[src/rtl/core/varlen_dpcm_audio_decoder_unit_defines.svh]
// Assertion macros used by the DPCM decoder back end.
`ifndef VARLEN_DPCM_AUDIO_DECODER_UNIT_DEFINES_SVH
`define VARLEN_DPCM_AUDIO_DECODER_UNIT_DEFINES_SVH

// Clocked immediate-style property check, masked while in reset.
`define VDPCM_ASSERT(name, prop, msg) \
  name: assert property (@(posedge clk_i) disable iff (!rst_ni) (prop)) \
    else $error(msg);

// Property that must hold in the cycle after a trigger.
`define VDPCM_ASSERT_NEXT(name, pre, post, msg) \
  `VDPCM_ASSERT(name, (pre) |=> (post), msg)

`endif

[src/rtl/core/vdpcm_pkg.sv]
// Types and constants of the DPCM audio decoder.
`default_nettype none

package vdpcm_pkg;

  localparam int unsigned SAMPLE_W    = 16;
  localparam int unsigned CH_OUT_W    = 7;
  localparam int unsigned IDX_W       = 16;
  localparam int unsigned STATUS_W    = 2;
  localparam int unsigned BYTE_CNT_W  = 25;
  localparam int unsigned CFG_IDX_W   = 4;
  localparam int unsigned CFG_DATA_W  = 17;
  localparam int unsigned SPC_MIN     = 16;
  localparam int unsigned Q_DEPTH     = 2;

  localparam logic [BYTE_CNT_W-1:0] BYTE_CNT_MAX = '1;

  typedef enum logic [CFG_IDX_W-1:0] {
    REG_SPC = 4'd0,
    REG_CHN = 4'd1
  } cfg_reg_e;

  typedef enum logic [2:0] {
    PH_START_LO = 3'd0,
    PH_START_HI = 3'd1,
    PH_DELTA_A  = 3'd2,
    PH_DELTA_B  = 3'd3,
    PH_TRAILING = 3'd4,
    PH_OVERSIZE = 3'd5
  } phase_e;

  typedef enum logic [STATUS_W-1:0] {
    ST_OK    = 2'd0,
    ST_TRUNC = 2'd1,
    ST_OVER  = 2'd2
  } status_e;

  typedef enum logic [1:0] {
    OP_LOAD  = 2'd0,
    OP_ADD   = 2'd1,
    OP_TRUNC = 2'd2,
    OP_OVER  = 2'd3
  } op_kind_e;

  // One decode command from the front to the back.
  typedef struct packed {
    op_kind_e              kind;
    logic [SAMPLE_W-1:0]   value;
    logic [CH_OUT_W-1:0]   ch;
    logic [IDX_W-1:0]      idx;
    logic                  last;
  } op_t;

endpackage

`default_nettype wire

[src/rtl/core/vdpcm_intf.sv]
// Handshake interfaces of the DPCM decoder: payload bytes, samples, config writes.
`default_nettype none

interface vdpcm_in_if import vdpcm_pkg::*; ();
  logic       valid;
  logic       ready;
  logic [7:0] payload_byte;
  logic       packet_end;

  modport source (output valid, output payload_byte, output packet_end, input ready);
  modport sink   (input valid, input payload_byte, input packet_end, output ready);
endinterface

interface vdpcm_out_if import vdpcm_pkg::*; ();
  logic                       valid;
  logic                       ready;
  logic signed [SAMPLE_W-1:0] sample_q15;
  logic [CH_OUT_W-1:0]        channel_index;
  logic [IDX_W-1:0]           sample_index;
  logic                       last_sample;
  logic [STATUS_W-1:0]        status_code;

  modport source (output valid, output sample_q15, output channel_index,
                  output sample_index, output last_sample, output status_code,
                  input ready);
  modport sink   (input valid, input sample_q15, input channel_index,
                  input sample_index, input last_sample, input status_code,
                  output ready);
endinterface

interface vdpcm_cfg_if import vdpcm_pkg::*; ();
  logic                  valid;
  logic                  ready;
  logic [CFG_IDX_W-1:0]  index;
  logic [CFG_DATA_W-1:0] data;

  modport source (output valid, output index, output data, input ready);
  modport sink   (input valid, input index, input data, output ready);
endinterface

`default_nettype wire

[src/rtl/core/vdpcm_front.sv]
// Front end: config registers, byte parsing, packet counters, command issue.
`default_nettype none

module vdpcm_front
  import vdpcm_pkg::*;
#(
  parameter int unsigned MAX_CHANNELS = 128,
  parameter int unsigned MAX_SAMPLES  = 65536
) (
  input  wire logic      clk_i,
  input  wire logic      rst_ni,
  vdpcm_in_if.sink       byte_i,
  vdpcm_cfg_if.sink      cfg_i,
  output      logic      push_valid_o,
  input  wire logic      push_ready_i,
  output      op_t       push_op_o
);

  localparam int unsigned CH_W    = (MAX_CHANNELS > 1) ? $clog2(MAX_CHANNELS) : 1;
  localparam int unsigned CHN_W   = $clog2(MAX_CHANNELS + 1);
  localparam int unsigned SMP_W   = $clog2(MAX_SAMPLES);
  localparam int unsigned SPC_W   = $clog2(MAX_SAMPLES + 1);
  localparam int unsigned BOUND_W = SPC_W + CHN_W + 1;

  logic [SPC_W-1:0]      spc_lim_q, spc_lim_d;
  logic [CHN_W-1:0]      chn_lim_q, chn_lim_d;
  logic [BOUND_W-1:0]    bound_q;

  phase_e                phase_q, phase_d;
  logic [7:0]            held_q, held_d;
  logic [CH_W-1:0]       ch_q, ch_d;
  logic [SMP_W-1:0]      smp_q, smp_d;
  logic [BYTE_CNT_W-1:0] bytes_q, bytes_d;

  logic                  accept;
  logic                  emit;
  logic                  end_of_chan;
  logic                  final_smp;
  logic [7:0]            b;

  assign accept      = byte_i.valid && push_ready_i;
  assign byte_i.ready = push_ready_i;
  assign cfg_i.ready  = 1'b1;
  assign b            = byte_i.payload_byte;

  // Register writes are clamped once here so the datapath sees legal limits.
  always_comb begin
    spc_lim_d = spc_lim_q;
    chn_lim_d = chn_lim_q;
    if (cfg_i.valid) begin
      if (cfg_i.index == REG_SPC) begin
        if (32'(cfg_i.data) < SPC_MIN) begin
          spc_lim_d = SPC_W'(SPC_MIN);
        end else if (32'(cfg_i.data) > MAX_SAMPLES) begin
          spc_lim_d = SPC_W'(MAX_SAMPLES);
        end else begin
          spc_lim_d = SPC_W'(cfg_i.data);
        end
      end else if (cfg_i.index == REG_CHN) begin
        if (cfg_i.data[7:0] == 8'd0) begin
          chn_lim_d = CHN_W'(1);
        end else if (32'(cfg_i.data[7:0]) > MAX_CHANNELS) begin
          chn_lim_d = CHN_W'(MAX_CHANNELS);
        end else begin
          chn_lim_d = CHN_W'(cfg_i.data[7:0]);
        end
      end
    end
  end

  // bound is taken from the next limits, so it changes at the same edge
  // as they do and the following byte already sees it.
  always_ff @(posedge clk_i or negedge rst_ni) begin
    if (!rst_ni) begin
      spc_lim_q <= SPC_W'(SPC_MIN);
      chn_lim_q <= CHN_W'(1);
      bound_q   <= BOUND_W'(2 * SPC_MIN);
    end else begin
      spc_lim_q <= spc_lim_d;
      chn_lim_q <= chn_lim_d;
      bound_q   <= BOUND_W'({spc_lim_d, 1'b0}) * BOUND_W'(chn_lim_d);
    end
  end

  assign end_of_chan = SPC_W'(smp_q) >= (spc_lim_q - SPC_W'(1));
  assign final_smp   = end_of_chan && (CHN_W'(ch_q) >= (chn_lim_q - CHN_W'(1)));

  always_comb begin
    phase_d   = phase_q;
    held_d    = held_q;
    ch_d      = ch_q;
    smp_d     = smp_q;
    bytes_d   = bytes_q;
    emit      = 1'b0;
    push_valid_o = 1'b0;
    push_op_o = '{kind: OP_LOAD, value: '0, ch: '0, idx: '0, last: 1'b0};

    if (phase_q != PH_OVERSIZE && bytes_q != BYTE_CNT_MAX) begin
      bytes_d = bytes_q + 1'b1;
    end

    case (phase_q)
      PH_START_LO: begin
        held_d  = b;
        phase_d = PH_START_HI;
      end
      PH_START_HI: begin
        emit            = 1'b1;
        push_op_o.kind  = OP_LOAD;
        push_op_o.value = {b, held_q};
      end
      PH_DELTA_A: begin
        if (b[7]) begin
          held_d  = {1'b0, b[6:0]};
          phase_d = PH_DELTA_B;
        end else begin
          emit            = 1'b1;
          push_op_o.kind  = OP_ADD;
          push_op_o.value = {{9{b[6]}}, b[6:0]};
        end
      end
      PH_DELTA_B: begin
        // second byte carries delta bits 14..7, bit 14 is the sign
        emit            = 1'b1;
        push_op_o.kind  = OP_ADD;
        push_op_o.value = {b[7], b, held_q[6:0]};
      end
      PH_TRAILING: begin
        if (32'(bytes_d) > 32'(bound_q)) begin
          push_valid_o   = 1'b1;
          push_op_o.kind = OP_OVER;
          phase_d        = PH_OVERSIZE;
        end
      end
      default: begin
        phase_d = PH_OVERSIZE;
      end
    endcase

    if (emit) begin
      push_valid_o   = 1'b1;
      push_op_o.ch   = CH_OUT_W'(ch_q);
      push_op_o.idx  = IDX_W'(smp_q);
      push_op_o.last = final_smp;
      if (final_smp) begin
        phase_d = PH_TRAILING;
      end else if (end_of_chan) begin
        smp_d   = '0;
        ch_d    = ch_q + 1'b1;
        phase_d = PH_START_LO;
      end else begin
        smp_d   = smp_q + 1'b1;
        phase_d = PH_DELTA_A;
      end
    end

    if (byte_i.packet_end) begin
      // samples still missing: report the first one that never came
      if (phase_d == PH_START_LO || phase_d == PH_START_HI ||
          phase_d == PH_DELTA_A || phase_d == PH_DELTA_B) begin
        push_valid_o = 1'b1;
        push_op_o    = '{kind: OP_TRUNC, value: '0, ch: CH_OUT_W'(ch_d),
                         idx: IDX_W'(smp_d), last: 1'b0};
      end
      phase_d = PH_START_LO;
      held_d  = '0;
      ch_d    = '0;
      smp_d   = '0;
      bytes_d = '0;
    end

    if (!byte_i.valid) begin
      push_valid_o = 1'b0;
    end
  end

  always_ff @(posedge clk_i or negedge rst_ni) begin
    if (!rst_ni) begin
      phase_q <= PH_START_LO;
      held_q  <= '0;
      ch_q    <= '0;
      smp_q   <= '0;
      bytes_q <= '0;
    end else if (accept) begin
      phase_q <= phase_d;
      held_q  <= held_d;
      ch_q    <= ch_d;
      smp_q   <= smp_d;
      bytes_q <= bytes_d;
    end
  end

endmodule

`default_nettype wire

[src/rtl/core/vdpcm_queue.sv]
// Two-entry command queue between decoder front and back.
`default_nettype none

module vdpcm_queue
  import vdpcm_pkg::*;
(
  input  wire logic clk_i,
  input  wire logic rst_ni,
  input  wire logic push_valid_i,
  output      logic push_ready_o,
  input  wire op_t  push_op_i,
  output      logic pop_valid_o,
  input  wire logic pop_ready_i,
  output      op_t  pop_op_o
);

  localparam int unsigned PTR_W = $clog2(Q_DEPTH);
  localparam int unsigned CNT_W = $clog2(Q_DEPTH + 1);

  op_t              mem_q [Q_DEPTH];
  logic [PTR_W-1:0] wr_q, rd_q;
  logic [CNT_W-1:0] cnt_q, cnt_d;
  logic             push, pop;

  assign push_ready_o = cnt_q != CNT_W'(Q_DEPTH);
  assign pop_valid_o  = cnt_q != '0;
  assign pop_op_o     = mem_q[rd_q];
  assign push         = push_valid_i && push_ready_o;
  assign pop          = pop_valid_o && pop_ready_i;

  always_comb begin
    cnt_d = cnt_q;
    if (push && !pop) begin
      cnt_d = cnt_q + 1'b1;
    end else if (pop && !push) begin
      cnt_d = cnt_q - 1'b1;
    end
  end

  always_ff @(posedge clk_i or negedge rst_ni) begin
    if (!rst_ni) begin
      wr_q  <= '0;
      rd_q  <= '0;
      cnt_q <= '0;
    end else begin
      cnt_q <= cnt_d;
      if (push) begin
        wr_q <= (32'(wr_q) == Q_DEPTH - 1) ? '0 : wr_q + 1'b1;
      end
      if (pop) begin
        rd_q <= (32'(rd_q) == Q_DEPTH - 1) ? '0 : rd_q + 1'b1;
      end
    end
  end

  always_ff @(posedge clk_i) begin
    if (push) begin
      mem_q[wr_q] <= push_op_i;
    end
  end

endmodule

`default_nettype wire

[src/rtl/core/vdpcm_back.sv]
// Back end: running sample accumulator and registered result stage.
`default_nettype none

`include "varlen_dpcm_audio_decoder_unit_defines.svh"

module vdpcm_back
  import vdpcm_pkg::*;
(
  input  wire logic       clk_i,
  input  wire logic       rst_ni,
  input  wire logic       pop_valid_i,
  output      logic       pop_ready_o,
  input  wire op_t        pop_op_i,
  vdpcm_out_if.source     smp_o
);

  logic [SAMPLE_W-1:0] rv_q, rv_d;
  logic [SAMPLE_W-1:0] smp_d;
  status_e             status_d;
  logic                pop_fire;

  logic                out_valid_q;
  logic [SAMPLE_W-1:0] out_smp_q;
  logic [CH_OUT_W-1:0] out_ch_q;
  logic [IDX_W-1:0]    out_idx_q;
  logic                out_last_q;
  status_e             out_status_q;

  logic                load_fire;
  logic                status_out;
  logic                last_out;

  assign pop_ready_o = !out_valid_q || smp_o.ready;
  assign pop_fire    = pop_valid_i && pop_ready_o;

  always_comb begin
    rv_d     = rv_q;
    smp_d    = '0;
    status_d = ST_OK;
    case (pop_op_i.kind)
      OP_LOAD: begin
        rv_d  = pop_op_i.value;
        smp_d = pop_op_i.value;
      end
      OP_ADD: begin
        rv_d  = rv_q + pop_op_i.value;
        smp_d = rv_q + pop_op_i.value;
      end
      OP_TRUNC: status_d = ST_TRUNC;
      OP_OVER:  status_d = ST_OVER;
      default:  status_d = ST_OK;
    endcase
  end

  always_ff @(posedge clk_i or negedge rst_ni) begin
    if (!rst_ni) begin
      rv_q        <= '0;
      out_valid_q <= 1'b0;
    end else begin
      if (pop_fire) begin
        rv_q <= rv_d;
      end
      if (pop_ready_o) begin
        out_valid_q <= pop_valid_i;
      end
    end
  end

  always_ff @(posedge clk_i) begin
    if (pop_fire) begin
      out_smp_q    <= smp_d;
      out_ch_q     <= pop_op_i.ch;
      out_idx_q    <= pop_op_i.idx;
      out_last_q   <= pop_op_i.last;
      out_status_q <= status_d;
    end
  end

  assign smp_o.valid         = out_valid_q;
  assign smp_o.sample_q15    = out_smp_q;
  assign smp_o.channel_index = out_ch_q;
  assign smp_o.sample_index  = out_idx_q;
  assign smp_o.last_sample   = out_last_q;
  assign smp_o.status_code   = out_status_q;

  assign load_fire  = pop_fire && (pop_op_i.kind == OP_LOAD);
  assign status_out = out_valid_q && (out_status_q != ST_OK);
  assign last_out   = out_valid_q && out_last_q;

  `VDPCM_ASSERT_NEXT(a_load_sets_value, load_fire, rv_q == $past(pop_op_i.value), "start not loaded")
  `VDPCM_ASSERT(a_status_zero_sample, status_out |-> (out_smp_q == '0), "nonzero status sample")
  `VDPCM_ASSERT(a_last_is_sample, last_out |-> (out_status_q == ST_OK), "last flag on status")

endmodule

`default_nettype wire

[src/rtl/core/varlen_dpcm_audio_decoder_unit.sv]
// Top level of the variable-length DPCM audio packet decoder.
// Throughput: one payload byte per cycle, sustained, with the output side ready.
// Path: a result reaches smp_o through a queue entry, written at the byte_i transfer that
//   caused it, and then the output register of the back end.
// Reset: rst_ni is asynchronous, active low; clears decode state, queue and output
//   valid; samples_per_channel returns to 16 and channel_count to 1.
`default_nettype none

module varlen_dpcm_audio_decoder_unit
  import vdpcm_pkg::*;
#(
  parameter int unsigned MAX_CHANNELS = 128,
  parameter int unsigned MAX_SAMPLES  = 65536
) (
  input  wire logic   clk_i,
  input  wire logic   rst_ni,
  vdpcm_in_if.sink    byte_i,
  vdpcm_cfg_if.sink   cfg_i,
  vdpcm_out_if.source smp_o
);

  // Front to queue: one command per byte that yields a result.
  logic push_valid, push_ready;
  op_t  push_op;

  // Queue to back.
  logic pop_valid, pop_ready;
  op_t  pop_op;

  // Front end: owns the config registers (clamped on write), the parse phase,
  // channel/sample/byte counters and the truncation and oversize checks. It
  // stalls byte_i only when the queue is full.
  vdpcm_front #(
    .MAX_CHANNELS (MAX_CHANNELS),
    .MAX_SAMPLES  (MAX_SAMPLES)
  ) u_front (
    .clk_i        (clk_i),
    .rst_ni       (rst_ni),
    .byte_i       (byte_i),
    .cfg_i        (cfg_i),
    .push_valid_o (push_valid),
    .push_ready_i (push_ready),
    .push_op_o    (push_op)
  );

  // Two entries decouple the output stall from byte intake: a waiting result
  // does not block the next byte transfer until both entries are taken.
  vdpcm_queue u_queue (
    .clk_i        (clk_i),
    .rst_ni       (rst_ni),
    .push_valid_i (push_valid),
    .push_ready_o (push_ready),
    .push_op_i    (push_op),
    .pop_valid_o  (pop_valid),
    .pop_ready_i  (pop_ready),
    .pop_op_o     (pop_op)
  );

  // Back end: 16-bit wrapping accumulator and the registered result stage.
  vdpcm_back u_back (
    .clk_i       (clk_i),
    .rst_ni      (rst_ni),
    .pop_valid_i (pop_valid),
    .pop_ready_o (pop_ready),
    .pop_op_i    (pop_op),
    .smp_o       (smp_o)
  );

endmodule

`default_nettype wire
[src/flat_wrapper.sv]
// flat-port wrapper written by rule: the top's interface ports become plain ports
module varlen_dpcm_audio_decoder_unit_flat import vdpcm_pkg::*;
#(
  parameter int unsigned MAX_CHANNELS = 128,
  parameter int unsigned MAX_SAMPLES  = 65536
)
  (clk_i, rst_ni, byte_i_valid, byte_i_payload_byte, byte_i_packet_end, byte_i_ready, cfg_i_valid, cfg_i_index, cfg_i_data, cfg_i_ready, smp_o_valid, smp_o_sample_q15, smp_o_channel_index, smp_o_sample_index, smp_o_last_sample, smp_o_status_code, smp_o_ready);
  vdpcm_in_if byte_i_i ();
  vdpcm_cfg_if cfg_i_i ();
  vdpcm_out_if smp_o_i ();
  input  wire logic clk_i;
  input  wire logic rst_ni;
  input wire logic [$bits(byte_i_i.valid)-1:0] byte_i_valid;
  input wire logic [$bits(byte_i_i.payload_byte)-1:0] byte_i_payload_byte;
  input wire logic [$bits(byte_i_i.packet_end)-1:0] byte_i_packet_end;
  output wire logic [$bits(byte_i_i.ready)-1:0] byte_i_ready;
  input wire logic [$bits(cfg_i_i.valid)-1:0] cfg_i_valid;
  input wire logic [$bits(cfg_i_i.index)-1:0] cfg_i_index;
  input wire logic [$bits(cfg_i_i.data)-1:0] cfg_i_data;
  output wire logic [$bits(cfg_i_i.ready)-1:0] cfg_i_ready;
  output wire logic [$bits(smp_o_i.valid)-1:0] smp_o_valid;
  output wire logic [$bits(smp_o_i.sample_q15)-1:0] smp_o_sample_q15;
  output wire logic [$bits(smp_o_i.channel_index)-1:0] smp_o_channel_index;
  output wire logic [$bits(smp_o_i.sample_index)-1:0] smp_o_sample_index;
  output wire logic [$bits(smp_o_i.last_sample)-1:0] smp_o_last_sample;
  output wire logic [$bits(smp_o_i.status_code)-1:0] smp_o_status_code;
  input wire logic [$bits(smp_o_i.ready)-1:0] smp_o_ready;
  assign byte_i_i.valid = byte_i_valid;
  assign byte_i_i.payload_byte = byte_i_payload_byte;
  assign byte_i_i.packet_end = byte_i_packet_end;
  assign byte_i_ready = byte_i_i.ready;
  assign cfg_i_i.valid = cfg_i_valid;
  assign cfg_i_i.index = cfg_i_index;
  assign cfg_i_i.data = cfg_i_data;
  assign cfg_i_ready = cfg_i_i.ready;
  assign smp_o_valid = smp_o_i.valid;
  assign smp_o_sample_q15 = smp_o_i.sample_q15;
  assign smp_o_channel_index = smp_o_i.channel_index;
  assign smp_o_sample_index = smp_o_i.sample_index;
  assign smp_o_last_sample = smp_o_i.last_sample;
  assign smp_o_status_code = smp_o_i.status_code;
  assign smp_o_i.ready = smp_o_ready;
  varlen_dpcm_audio_decoder_unit #(.MAX_CHANNELS(MAX_CHANNELS), .MAX_SAMPLES(MAX_SAMPLES)) u_core (.clk_i(clk_i), .rst_ni(rst_ni), .byte_i(byte_i_i), .cfg_i(cfg_i_i), .smp_o(smp_o_i));
endmodule
[config.mk]
export PLATFORM = sky130hd
export DESIGN_NAME = varlen_dpcm_audio_decoder_unit_flat
export DESIGN_NICKNAME = d
export VERILOG_FILES = /design/src/rtl/core/vdpcm_pkg.sv /design/src/rtl/core/vdpcm_intf.sv /design/src/rtl/core/vdpcm_front.sv /design/src/rtl/core/vdpcm_queue.sv /design/src/rtl/core/vdpcm_back.sv /design/src/rtl/core/varlen_dpcm_audio_decoder_unit.sv /design/src/flat_wrapper.sv
export VERILOG_INCLUDE_DIRS = /design/src /design/src/rtl/core
export SDC_FILE = /design/constraint.sdc
export NUM_CORES = 1
export LEC_CHECK = 0
export BUFFER_PORTS_ARGS = -buffer_cell sky130_fd_sc_hd__buf_2
export CORE_ASPECT_RATIO = 1.5
export CORE_MARGIN = 1.5
export CORE_UTILIZATION = 60
export CTS_CLUSTER_DIAMETER = 120
export DETAILED_ROUTE_END_ITERATION = 12
export PLACE_DENSITY_LB_ADDON = 0.3
export SYNTH_ARGS = -nofsm -noshare
export SYNTH_HDL_FRONTEND = slang
export SYNTH_SLANG_ARGS = --single-unit
[constraint.sdc]
create_clock -name clk_i -period 18.05 [get_ports clk_i]
set_clock_uncertainty 0.05 [all_clocks]
set_input_delay 0.9025 -clock clk_i [delete_from_list [all_inputs] [get_ports clk_i]]
set_output_delay 0.9025 -clock clk_i [all_outputs]
set_load 0.005 [all_outputs]
==> impl_metrics.yaml, run 1 <==
timing:
  tns_ns: 0
  fmax_ghz: 0.134
  rsz0062_at_grt: "false"
  setup_viol: 0
  fin_crit_ns: 7.49
  hold_viol: 0
  period_share_pct: 41.5
  finalMaxSlewViolations: 0
  slew_headroom_pct: 29.4
  max_slew.worst_pin.slew_ns: 1.06
logic_synthesis:
  synth_top_family_by_area: "adder cells"
  avgSynthCellArea_um2: 9.95
  yosysWarningCount: 0
  syn_nets: 2017
  synth_ff_type: "dfrtp_1"
  synth.area.top_cells: "edfxtp_1 21%, dfrtp_1 18%, fa_1 10%"
  synth_xor_area_share_pct: 4.10
  synth.distinct_cells: 87
  synth_compound_area_share_pct: 12.5
  ys_seq_area_share_pct: 39.8
  syn_area_um2: 17700
  async_flop_share_pct: 50.8
  synth_cells: 1778
  synthMuxAreaShare_pct: 5.44
  synthSimpleGateAreaFrac_pct: 14.5
  ys_ff_latch: 256
  synth_largest_area_cell: "edfxtp_1"
  synth.top_cell.area_share_pct: 21.4
  synth_edf_count: 126
  synth-adder-area-share_pct: 18.3
die:
  coreArea_um2: 28900
  row_count: 76
  die_width_um: 143
  floorplan.initialDensity_pct: 61.2
  ios: 80
  die-area_um2: 30600
  die_h_um: 213
clock_tree:
  postCtsResizedCells: 0
  cts_tree: "built"
  htree_levels: 1
  hold_buffers: 0
  postCtsSetupRepairBufs: 0
  clk_path_buf_depth: 3
  clkSlewWorstSetupHoldPaths_ns: 0.06
  cts_root_buffer: "clkbuf_16"
  clock_sinks: 256
  clock_latency_ns: 0.56
  cts_buffers: 26
critical_path:
  regToRegSetupSlack_ns: 11.82
  crit_path_max_fanout: 20
  cp_common_cell: "fa_1"
  worst_path_dominant_cell_family: "adder cells"
  path_class: "input pin to flip-flop"
  worst_r2r_path_depth: 19
  cp-start-kind: "input pin"
  end_kind: "flip-flop"
  slowest_delay_ns: 0.82
  timing.rr.end: "u_core.u_front.bound_q[24]"
  slowest_stage: "nor2_1"
  required_ns: 18.47
  crit-reg2reg-launch: "u_core.u_front.chn_lim_q[6]"
  path_cells: "buf_2 > nor4b_1 > nand2b_1 > nor2_1 > a22oi_1 > inv_1 > nand2_1 > fa_1 > fa_1 > fa_1 > inv_1 > fa_1 > ha_1 > o21a_1 > o31a_1 > o31a_1 > o41ai_1 > o21ai_0 > o41ai_1 > o21bai_1 > a21oi_1 > xnor2_1"
  worst-path-buf-inv: 3
  critPathArrivalTime_ns: 7.90
layout:
  final_core_util_pct: 66.7
  finalNonFillerCells: 2244
  num_antenna_cells: 0
  design_area_um2: 19300
  area_growth_pct: 8.90
  nNetsFinal: 2074
  drive_above_1_share_pct: 11.9
global_route:
  overflow: 0
  grtUsageTotal_pct: 28.1
  grt_antenna_before_repair: 0
  grt_pass1_vias: 13449
  grt_max_degree: 80
  grt_pass1_wl_um: 67000
pwr:
  power_frac_comb_pct: 42.8
  power_switching_share_pct: 39.0
  p_int_mw: 1.55
  clkPwrFrac_pct: 21.1
  power.share.sequential_pct: 36.1
  irDropWorstVdd_uv: 77.5
  power_density_nw_per_um2: 132
  p_leak_nw: 8.51
  power.switching_uw: 989
detailed_routing:
  dr.pass1.iters: 6
  vias_per_cell: 5.96
  drc: 0
  wl_per_cell_um: 18.4
  ant_nets: 0
  drt_iter0_markers: 1008
  routed_wirelength_um: 41300
  vias: 13369
placed_design:
  place_area_um2: 18400
  dp.cells: 2197
  io_buffers: 78
  dp.final_hpwl_um: 31300
  gp_congestion: 0.932
run_status:
  status: "complete, no violations"
worst_hold_path:
  hold_path.class: "input pin to asynchronous set/reset pin"
run:
  maxCapViolations: 0
-- worst register-to-register path, stage by stage (launching register included) --
cell      delay, ns
dfrtp_1        0.45
nand2_1        0.10
o21a_1         0.45
clkinv_1       0.44
nand2_1        0.20
fa_1           0.46
fa_1           0.55
fa_1           0.56
inv_1          0.06
fa_1           0.48
ha_1           0.35
o21a_1         0.12
o31a_1         0.12
o31a_1         0.30
o41ai_1        0.35
o21ai_0        0.20
o41ai_1        0.46
o21bai_1       0.11
a21oi_1        0.19
xnor2_1        0.13
-- final cells by class --
class / count / area [µm²]
clock buffer: 36 / 741
clock inverter: 11 / 101
fill: 2349 / 9640
inverter: 183 / 687
multi-input combinational: 1277 / 9720
sequential: 256 / 7040
tap: 390 / 488
timing repair buffer: 91 / 490
-- how the worst max path moves through the flow --
stage	from	depth (start not counted)	end	slack, ns
floorplan	u_core.u_front.bytes_q[13]	19	u_core.u_queue.mem_q[0][0]	11.14
global placement	cfg_i_index[1]	22	u_core.u_front.bound_q[24]	10.34
detailed placement	cfg_i_index[1]	22	u_core.u_front.bound_q[24]	10.12
CTS	cfg_i_index[1]	22	u_core.u_front.bound_q[24]	10.68
global route	cfg_i_index[1]	22	u_core.u_front.bound_q[24]	10.10
finish	cfg_i_index[1]	22	u_core.u_front.bound_q[24]	10.56
-- routing by layer --
metal,global-route usage (%),vias up,part of all wire [%]
li1,-,6257,-
met1,30.7,6501,36
met2,52.0,463,53
met3,2.84,148,4.3
met4,17.4,0,6.4
met5,0,-,0
-- power by group through the flow --
stage,combinational (mW),clock (mW),sequential [mW]
after floorplan,0.806,0,0.889
after global placement,1.04,0,0.918
after detailed placement,1.07,0,0.925
after CTS,1.08,0.543,0.915
after global routing,1.21,0.563,0.935
final,1.09,0.535,0.916
-- cells in the mapped netlist (5+ instances only) --
cell and instances:
nand4_1 12, a211oi_1 11, nand3_1 34, edfxtp_1 126
a21o_1 21, nor2_1 212, o21bai_1 5, a21oi_1 82
inv_1 179, xor2_1 24, o31ai_1 10, o21ai_1 5
and2_1 6, nor3_1 35, nor4_1 10, mux2_2 49
dfrtp_1 127, xnor2_1 57, nor2b_1 11, clkbuf_1 47
o22ai_1 5, and3_1 17, o31a_1 5, or3_1 6
fa_1 91, a22oi_1 26, a22o_1 11, buf_1 5
mux2i_1 41, o21a_1 16, nand2b_1 15, nand2_1 166
o21ai_0 84, ha_1 113, a31oi_1 14
-- stage by stage --
stage | power (mW) | hold WS [ns] | worst slack, ns
2_1_floorplan | 1.70 | 0.406 | 11.14
3_3_place_gp | 1.96 | 0.422 | 10.34
3_5_place_dp | 2.00 | 0.432 | 10.12
4_1_cts | 2.54 | 0.431 | 10.68
5_1_grt | 2.71 | 0.464 | 10.10
6_report | 2.54 | 0.404 | 10.56
-- layout by cell type, fill, tap and decap left out, drive strengths merged, types with 5 or more instances in the layout --
cell type / netlist / final
nor2: 218 / 218
inv: 180 / 182
nand2: 166 / 166
dfrtp: 127 / 127
edfxtp: 126 / 126
ha: 113 / 113
fa: 91 / 91
buf: 13 / 91
o21ai: 90 / 90
a21oi: 85 / 85
xnor2: 57 / 57
mux2: 49 / 49
mux2i: 41 / 41
nand3: 38 / 38
nor3: 37 / 37
clkbuf: 49 / 36
a22oi: 26 / 26
xor2: 25 / 25
a21o: 21 / 21
and3: 17 / 17
o21a: 16 / 16
nand2b: 15 / 15
a31oi: 14 / 14
nand4: 13 / 13
a211oi: 11 / 11
nor2b: 11 / 11
a22o: 11 / 11
nor4: 10 / 10
o31ai: 10 / 10
clkinv: 3 / 8
and2: 7 / 7
or3: 7 / 7
o31a: 5 / 5
o21bai: 5 / 5
o22ai: 5 / 5
-- state kept, by name, summed over array words and instances, names as in the netlist, 7 cells and up --
| signal | flops |
|---|---|
| u_core.u_front.spc_lim_q | 17 |
| u_core.u_back.smp_o.channel_index | 7 |
| u_core.u_back.smp_o.sample_index | 16 |
| u_core.u_back.smp_o.sample_q15 | 16 |
| u_core.u_queue.mem_q | 84 |
| u_core.u_front.smp_q | 16 |
| u_core.u_front.ch_q | 7 |
| u_core.u_front.held_q | 8 |
| u_core.u_front.bytes_q | 25 |
| u_core.u_front.chn_lim_q | 8 |
| u_core.u_front.bound_q | 25 |
| u_core.u_back.rv_q | 16 |
-- logic make-up after synthesis --
family,Yosys count
multiplexers,90
flip-flops,256
buffers and inverters,245
XOR/XNOR,82
other,1
AO/OA/AOI/OAI,342
adder cells (fa/ha/maj),204
AND/OR/NAND/NOR,558
Note: power is estimated with default switching activity, not from simulation.
==> inputs of run 2 (changes only) <==
- clock period: 18.05 -> 7.2 ns (I/O delays scaled with it)
==> run 2 against run 1 <==
Clock power rose to 2.6 times the previous value. Worst setup slack got worse by 9.8 ns. Register-to-register slack got worse by 11 ns. Core utilization rose by 0.65 points. Final area rose by 0.97%. Count of clock-buffer cells in the layout fell by 9. Critical path depth rose by 1. First-iteration DRC count fell by 5.3%. Largest cell class unchanged.
==> impl_metrics.yaml, run 2 (same netlist as run 1, synthesis figures left out) <==
detailed_routing:
  drt_iter0_markers: 955
  routed_wirelength_um: 41900
  vias: 13440
  dr.pass1.iters: 5
  vias_per_cell: 5.94
  drc: 0
  ant_nets: 0
  wl_per_cell_um: 18.5
die:
  floorplan.initialDensity_pct: 61.2
  die-area_um2: 30600
  die_h_um: 213
  coreArea_um2: 28900
  die_width_um: 143
  row_count: 76
  ios: 80
layout:
  final_common_cell: "nor2_1"
  most-common-layout-cells: "211 x nor2_1, 179 x inv_1, 165 x nand2_1, 126 x dfrtp_1, 126 x edfxtp_1"
  num_antenna_cells: 0
  largestRegisters: "u_core.u_queue.mem_q x84, u_core.u_front.bound_q x25, u_core.u_front.bytes_q x25"
  design_area_um2: 19500
  drive_above_1_share_pct: 13.1
  largest-register: "u_core.u_queue.mem_q"
  largest_reg_flops: 84
  area_growth_pct: 9.96
  nNetsFinal: 2095
  fillers: 2358
critical_path:
  end_kind: "flip-flop"
  cp-start-kind: "input pin"
  crit_path_max_fanout: 14
  path_class: "input pin to flip-flop"
  required_ns: 7.56
  critPathArrivalTime_ns: 6.79
timing:
  max_slew.worst_pin.slew_ns: 1.06
  slew_headroom_pct: 29.3
  period_share_pct: 89.2
  finalMaxSlewViolations: 0
  tns_ns: 0
  fin_ws_ns: 0.777
  fin_crit_ns: 6.42
  fmax_ghz: 0.156
  holdWs_ns: 0.0568
  rsz0062_at_grt: "false"
  setup_viol: 0
  hold_viol: 0
pwr:
  power_density_nw_per_um2: 332
  finalPower_mw: 6.46
  p_leak_nw: 8.62
  irDropWorstVdd_uv: 183
global_route:
  grt_pass1_vias: 13745
  overflow: 0
  grt_pass1_wl_um: 68200
  grtUsageTotal_pct: 28.5
  grt_max_degree: 82
  grt_antenna_before_repair: 0
clock_tree:
  postCtsSetupRepairBufs: 0
  cts_buffers: 25
  clkSlewWorstSetupHoldPaths_ns: 0.06
  cts_root_buffer: "clkbuf_16"
  clock_latency_ns: 0.54
  htree_levels: 1
  clk_path_buf_depth: 3
  postCtsResizedCells: 0
  cts_tree: "built"
  clock_sinks: 256
run_status:
  status: "complete, no violations"
placed_design:
  gp_congestion: 0.918
  place_area_um2: 18600
  pre_cts_ws_ns: 0.311
  dp.final_hpwl_um: 31900
  io_buffers: 78
worst_hold_path:
  hold_path.class: "input pin to flip-flop"
run:
  maxCapViolations: 0
-- run 2: changes by cell type in the layout (fill, tap and decap cells not counted), sizes merged --
cell | before | now
bufinv | 1 | 4
dlygate4sd3 | 0 | 1
clkinvlp | 3 | 4
inv | 182 | 185
clkbuf | 36 | 27
buf | 91 | 112
-- run 2: worst max-delay path: stages --
cell	delay, ns
buf_2	0.15
nor4_1	0.27
nand4_1	0.16
mux2_2	0.25
nor2_1	0.04
buf_4	0.18
a22oi_1	0.55
nor2_1	0.14
fa_1	0.56
inv_1	0.05
fa_1	0.46
fa_1	0.58
fa_1	0.57
inv_1	0.04
ha_1	0.32
a2111oi_0	0.51
o21ai_0	0.27
nand3_1	0.21
o31ai_1	0.13
a311o_1	0.37
a211oi_1	0.33
a21oi_1	0.14
xnor2_1	0.14
-- run 2: through the flow --
| step | cells | util, % |
|---|---|---|
| 2_1_floorplan | 1778 | - |
| 3_3_place_gp | 2218 | 64.3 |
| 3_5_place_dp | 2218 | 64.3 |
| 4_1_cts | 2264 | 67.3 |
| 5_1_grt | 2264 | 67.3 |
| 6_report | 2264 | 67.3 |
-- run 2: per-layer routing --
metal,GRT usage [%],routed length (µm)
met5,0,0
met3,2.86,1780
met4,15.4,2280
met1,31.0,15100
met2,54.0,22700
-- run 2: what timing repair did --
item                                   CTS  global route
endpoints found under the hold margin   49             0
hold buffers                             1             0
setup endpoints to repair                0             0
-- run 2: worst paths after layout --
check / from / end / slack (ns) / cells past startpoint
min reg2reg: u_core.u_back.rv_q[6] / u_core.u_back.rv_q[6] / 0.44 / 2
max: cfg_i_data[7] / u_core.u_front.bound_q[25] / 0.78 / 23
max in group asynchronous: rst_ni / u_core.u_front.bound_q[21] / 5.16 / 3
min in group asynchronous: rst_ni / u_core.u_back.rv_q[12] / 0.38 / 2
min: byte_i_payload_byte[3] / u_core.u_front.held_q[3] / 0.06 / 2
max reg2reg: u_core.u_front.chn_lim_q[4] / u_core.u_front.bound_q[25] / 1.09 / 18
-- run 2: layout make-up --
class	count	area (µm²)	share of cell area [%]
clock buffers	27	633	3.25
clock inverters	18	229	1.18
inverters	183	687	3.53
multi-input cells	1277	9720	50.0
flip-flops and latches	256	7040	36.2
well taps	390	488	2.51
repair buffers	113	658	3.38
-- run 2: power by group --
part           leakage (nW)  internal (mW)  switching (mW)  total (mW)
combinational          5.29           1.12            1.65        2.77
clock                 0.412          0.794           0.595        1.39
sequential             2.92           2.02           0.281        2.30
total                  8.62           3.93            2.52        6.46
==> inputs of run 3 (changes only) <==
- ABC_AREA: not set -> 1
==> run 3 against run 2 <==
Total power grew 29%. Non-clock buffer count shrank 22. Largest cell class unchanged. Highest routed layer unchanged. Fmax grew 11%. Critical endpoint is now u_core.u_front.bound_q[21]. Clock power shrank 7%.
==> impl_metrics.yaml, run 3 <==
placed_design:
  pre_cts_ws_ns: 0.913
  dp.final_hpwl_um: 35100
  gp_congestion: 0.986
  io_buffers: 78
detailed_routing:
  drt_iter0_markers: 891
  wl_per_cell_um: 17.2
  ant_nets: 0
  vias_per_cell: 5.67
  routed_wirelength_um: 45700
  vias: 15087
  drc: 0
  dr.pass1.iters: 5
timing:
  fin_crit_ns: 5.80
  slew_headroom_pct: 18.5
  finalMaxSlewViolations: 0
  period_share_pct: 80.5
  max_slew.worst_pin.slew_ns: 1.22
  fmax_ghz: 0.172
  hold_viol: 0
  rsz0062_at_grt: "false"
  fin_ws_ns: 1.40
  setup_viol: 0
  tns_ns: 0
clock_tree:
  postCtsResizedCells: 0
  clk_path_buf_depth: 3
  cts_buffers: 25
  clkSlewWorstSetupHoldPaths_ns: 0.06
  postCtsSetupRepairBufs: 0
  clock_latency_ns: 0.54
  cts_tree: "built"
  clock_sinks: 256
  cts_root_buffer: "clkbuf_16"
  hold_buffers: 2
  htree_levels: 1
layout:
  num_antenna_cells: 0
  final_core_util_pct: 65.9
  largest-register: "u_core.u_queue.mem_q"
  largestRegisters: "u_core.u_queue.mem_q x84, u_core.u_front.bound_q x25, u_core.u_front.bytes_q x25"
  area_growth_pct: 8.54
  largest_reg_flops: 84
  drive_above_1_share_pct: 9.72
  final_common_cell: "nand2_1"
  fillers: 2503
  nNetsFinal: 2484
  most-common-layout-cells: "545 x nand2_1, 335 x inv_1, 211 x nor2_1, 127 x dfrtp_1, 126 x edfxtp_1"
global_route:
  grt_pass1_wl_um: 75700
  grt_antenna_before_repair: 0
  overflow: 0
  grtUsageTotal_pct: 29.9
  grt_pass1_vias: 15523
  grt_max_degree: 69
die:
  die_h_um: 217
  floorplan.initialDensity_pct: 60.7
  row_count: 78
  coreArea_um2: 30200
  die_width_um: 146
  die-area_um2: 31600
  ios: 80
pwr:
  power_switching_share_pct: 46.2
  power_frac_comb_pct: 57.3
  power.switching_mw: 3.86
  p_leak_nw: 9.74
  power.share.sequential_pct: 27.2
  finalPower_mw: 8.35
  clkPwrFrac_pct: 15.5
  power_density_nw_per_um2: 420
  p_int_mw: 4.49
  irDropWorstVdd_uv: 684
logic_synthesis:
  async_flop_share_pct: 50.8
  synthSimpleGateAreaFrac_pct: 22.7
  syn_area_um2: 18300
  ys_ff_latch: 256
  syn_nets: 2416
  synth_largest_area_cell: "edfxtp_1"
  synth.area.top_cells: "edfxtp_1 21%, dfrtp_1 17%, nand2_1 11%"
  synth_edf_count: 126
  synth_most_common_cell: "nand2_1"
  synth_cells: 2177
  avgSynthCellArea_um2: 8.41
  synth.distinct_cells: 57
  ys_seq_area_share_pct: 38.5
  synth.top_cell.area_share_pct: 20.7
  synth-adder-area-share_pct: 17.7
  synthTopCellsByCount: "545 x nand2_1, 335 x inv_1, 213 x nor2_1, 127 x dfrtp_1, 126 x edfxtp_1"
  synth_compound_area_share_pct: 8.75
  synth_ff_type: "dfrtp_1"
  synth_top_family_by_area: "simple AND/OR/NAND/NOR gates"
  synth_xor_area_share_pct: 3.55
  yosysWarningCount: 0
  synthMuxAreaShare_pct: 0.0547
worst_hold_path:
  hold_path.class: "input pin to flip-flop"
critical_path:
  slowest_delay_ns: 0.56
  path_class: "input pin to flip-flop"
  required_ns: 7.61
  crit_path_max_fanout: 11
  worst_path_dominant_cell_family: "adder cells"
  slowest_stage: "fa_1"
  cp_common_cell: "nand2_1"
  worst-path-buf-inv: 6
  cp-start-kind: "input pin"
  end_kind: "flip-flop"
  critPathArrivalTime_ns: 6.20
run_status:
  status: "complete, no violations"
run:
  maxCapViolations: 0
==> run 3: cell types whose count changed after synthesis, moves of 34 or more <==
cell / previous run / this run
xor2_1: 24 / 58
xnor2_1: 57 / 13
mux2_2: 49 / 0
nand3_1: 34 / 96
mux2i_1: 41 / 1
nand2_1: 166 / 545
inv_1: 179 / 335
==> run 3: stage by stage <==
stage / area (µm²) / cells / hold slack [ns]
global route: 19900 / 2663 / 0.0855
CTS: 19900 / 2663 / 0.0509
finish: 19900 / 2663 / 0.0635
floorplan: 18300 / 2177 / 0.0144
detailed placement: 19000 / 2616 / 0.366
global placement: 19000 / 2616 / 0.364
==> run 3: cells by family after synthesis <==
group	Yosys count
simple gates	973
xor+xnor	72
fa+ha+maj	204
flops	256
other cells	1
buf+inv	406
compound gates	264
mux	1
==> run 3: final timing paths <==
kind	end	from	slack, ns	cells past startpoint
max in group asynchronous	u_core.u_back.rv_q[14]	rst_ni	5.37	3
setup reg to reg	u_core.u_front.bound_q[25]	u_core.u_front.chn_lim_q[4]	1.52	19
hold / removal	u_core.u_front.held_q[5]	byte_i_payload_byte[5]	0.06	3
setup / recovery	u_core.u_front.bound_q[21]	cfg_i_data[5]	1.40	28
hold reg to reg	u_core.u_queue.wr_q	u_core.u_queue.wr_q	0.44	2
min in group asynchronous	u_core.u_back.rv_q[10]	rst_ni	0.36	2
==> run 3: final cells by class <==
class                   count  area, µm²  share of cell area (%)
clock buffers              25        626                    3.15
clock inverters            20        175                   0.882
inverters                 356       1340                    6.75
multi-input cells        1515       9690                    48.7
flip-flops and latches    256       7040                    35.4
well taps                 400        500                    2.52
repair buffers             91        499                    2.51
==> run 3: worst reg2reg max path: stages, from the launching register on <==
cell and delay [ns]:
dfrtp_1 0.40, inv_1 0.11, o22ai_2 0.49, clkinv_1 0.47, nor2_1 0.28, fa_1 0.44
fa_1 0.49, fa_1 0.60, inv_1 0.08, fa_1 0.53, inv_1 0.04, ha_1 0.36
nand2_1 0.13, nor4_1 0.42, nand4_1 0.18, nand3_1 0.17, nand2_1 0.06, nand2_1 0.06
a21oi_1 0.06, xor2_1 0.14
==> run 3: per-layer routing <==
layer	vias up	part of all wire (%)	track usage, %
li1	7150	-	-
met3	161	4.6	2.52
met1	7240	35	31.7
met2	536	54	56.7
met4	0	6.7	19.1
met5	-	0	0
==> run 3: power by group through the flow <==
stage	registers, mW	logic [mW]	clock network, mW
CTS	2.27	4.80	1.31
finish	2.27	4.79	1.29
global placement	2.28	4.67	0
floorplan	2.28	3.45	0
global route	2.31	5.48	1.36
detailed placement	2.29	4.78	0
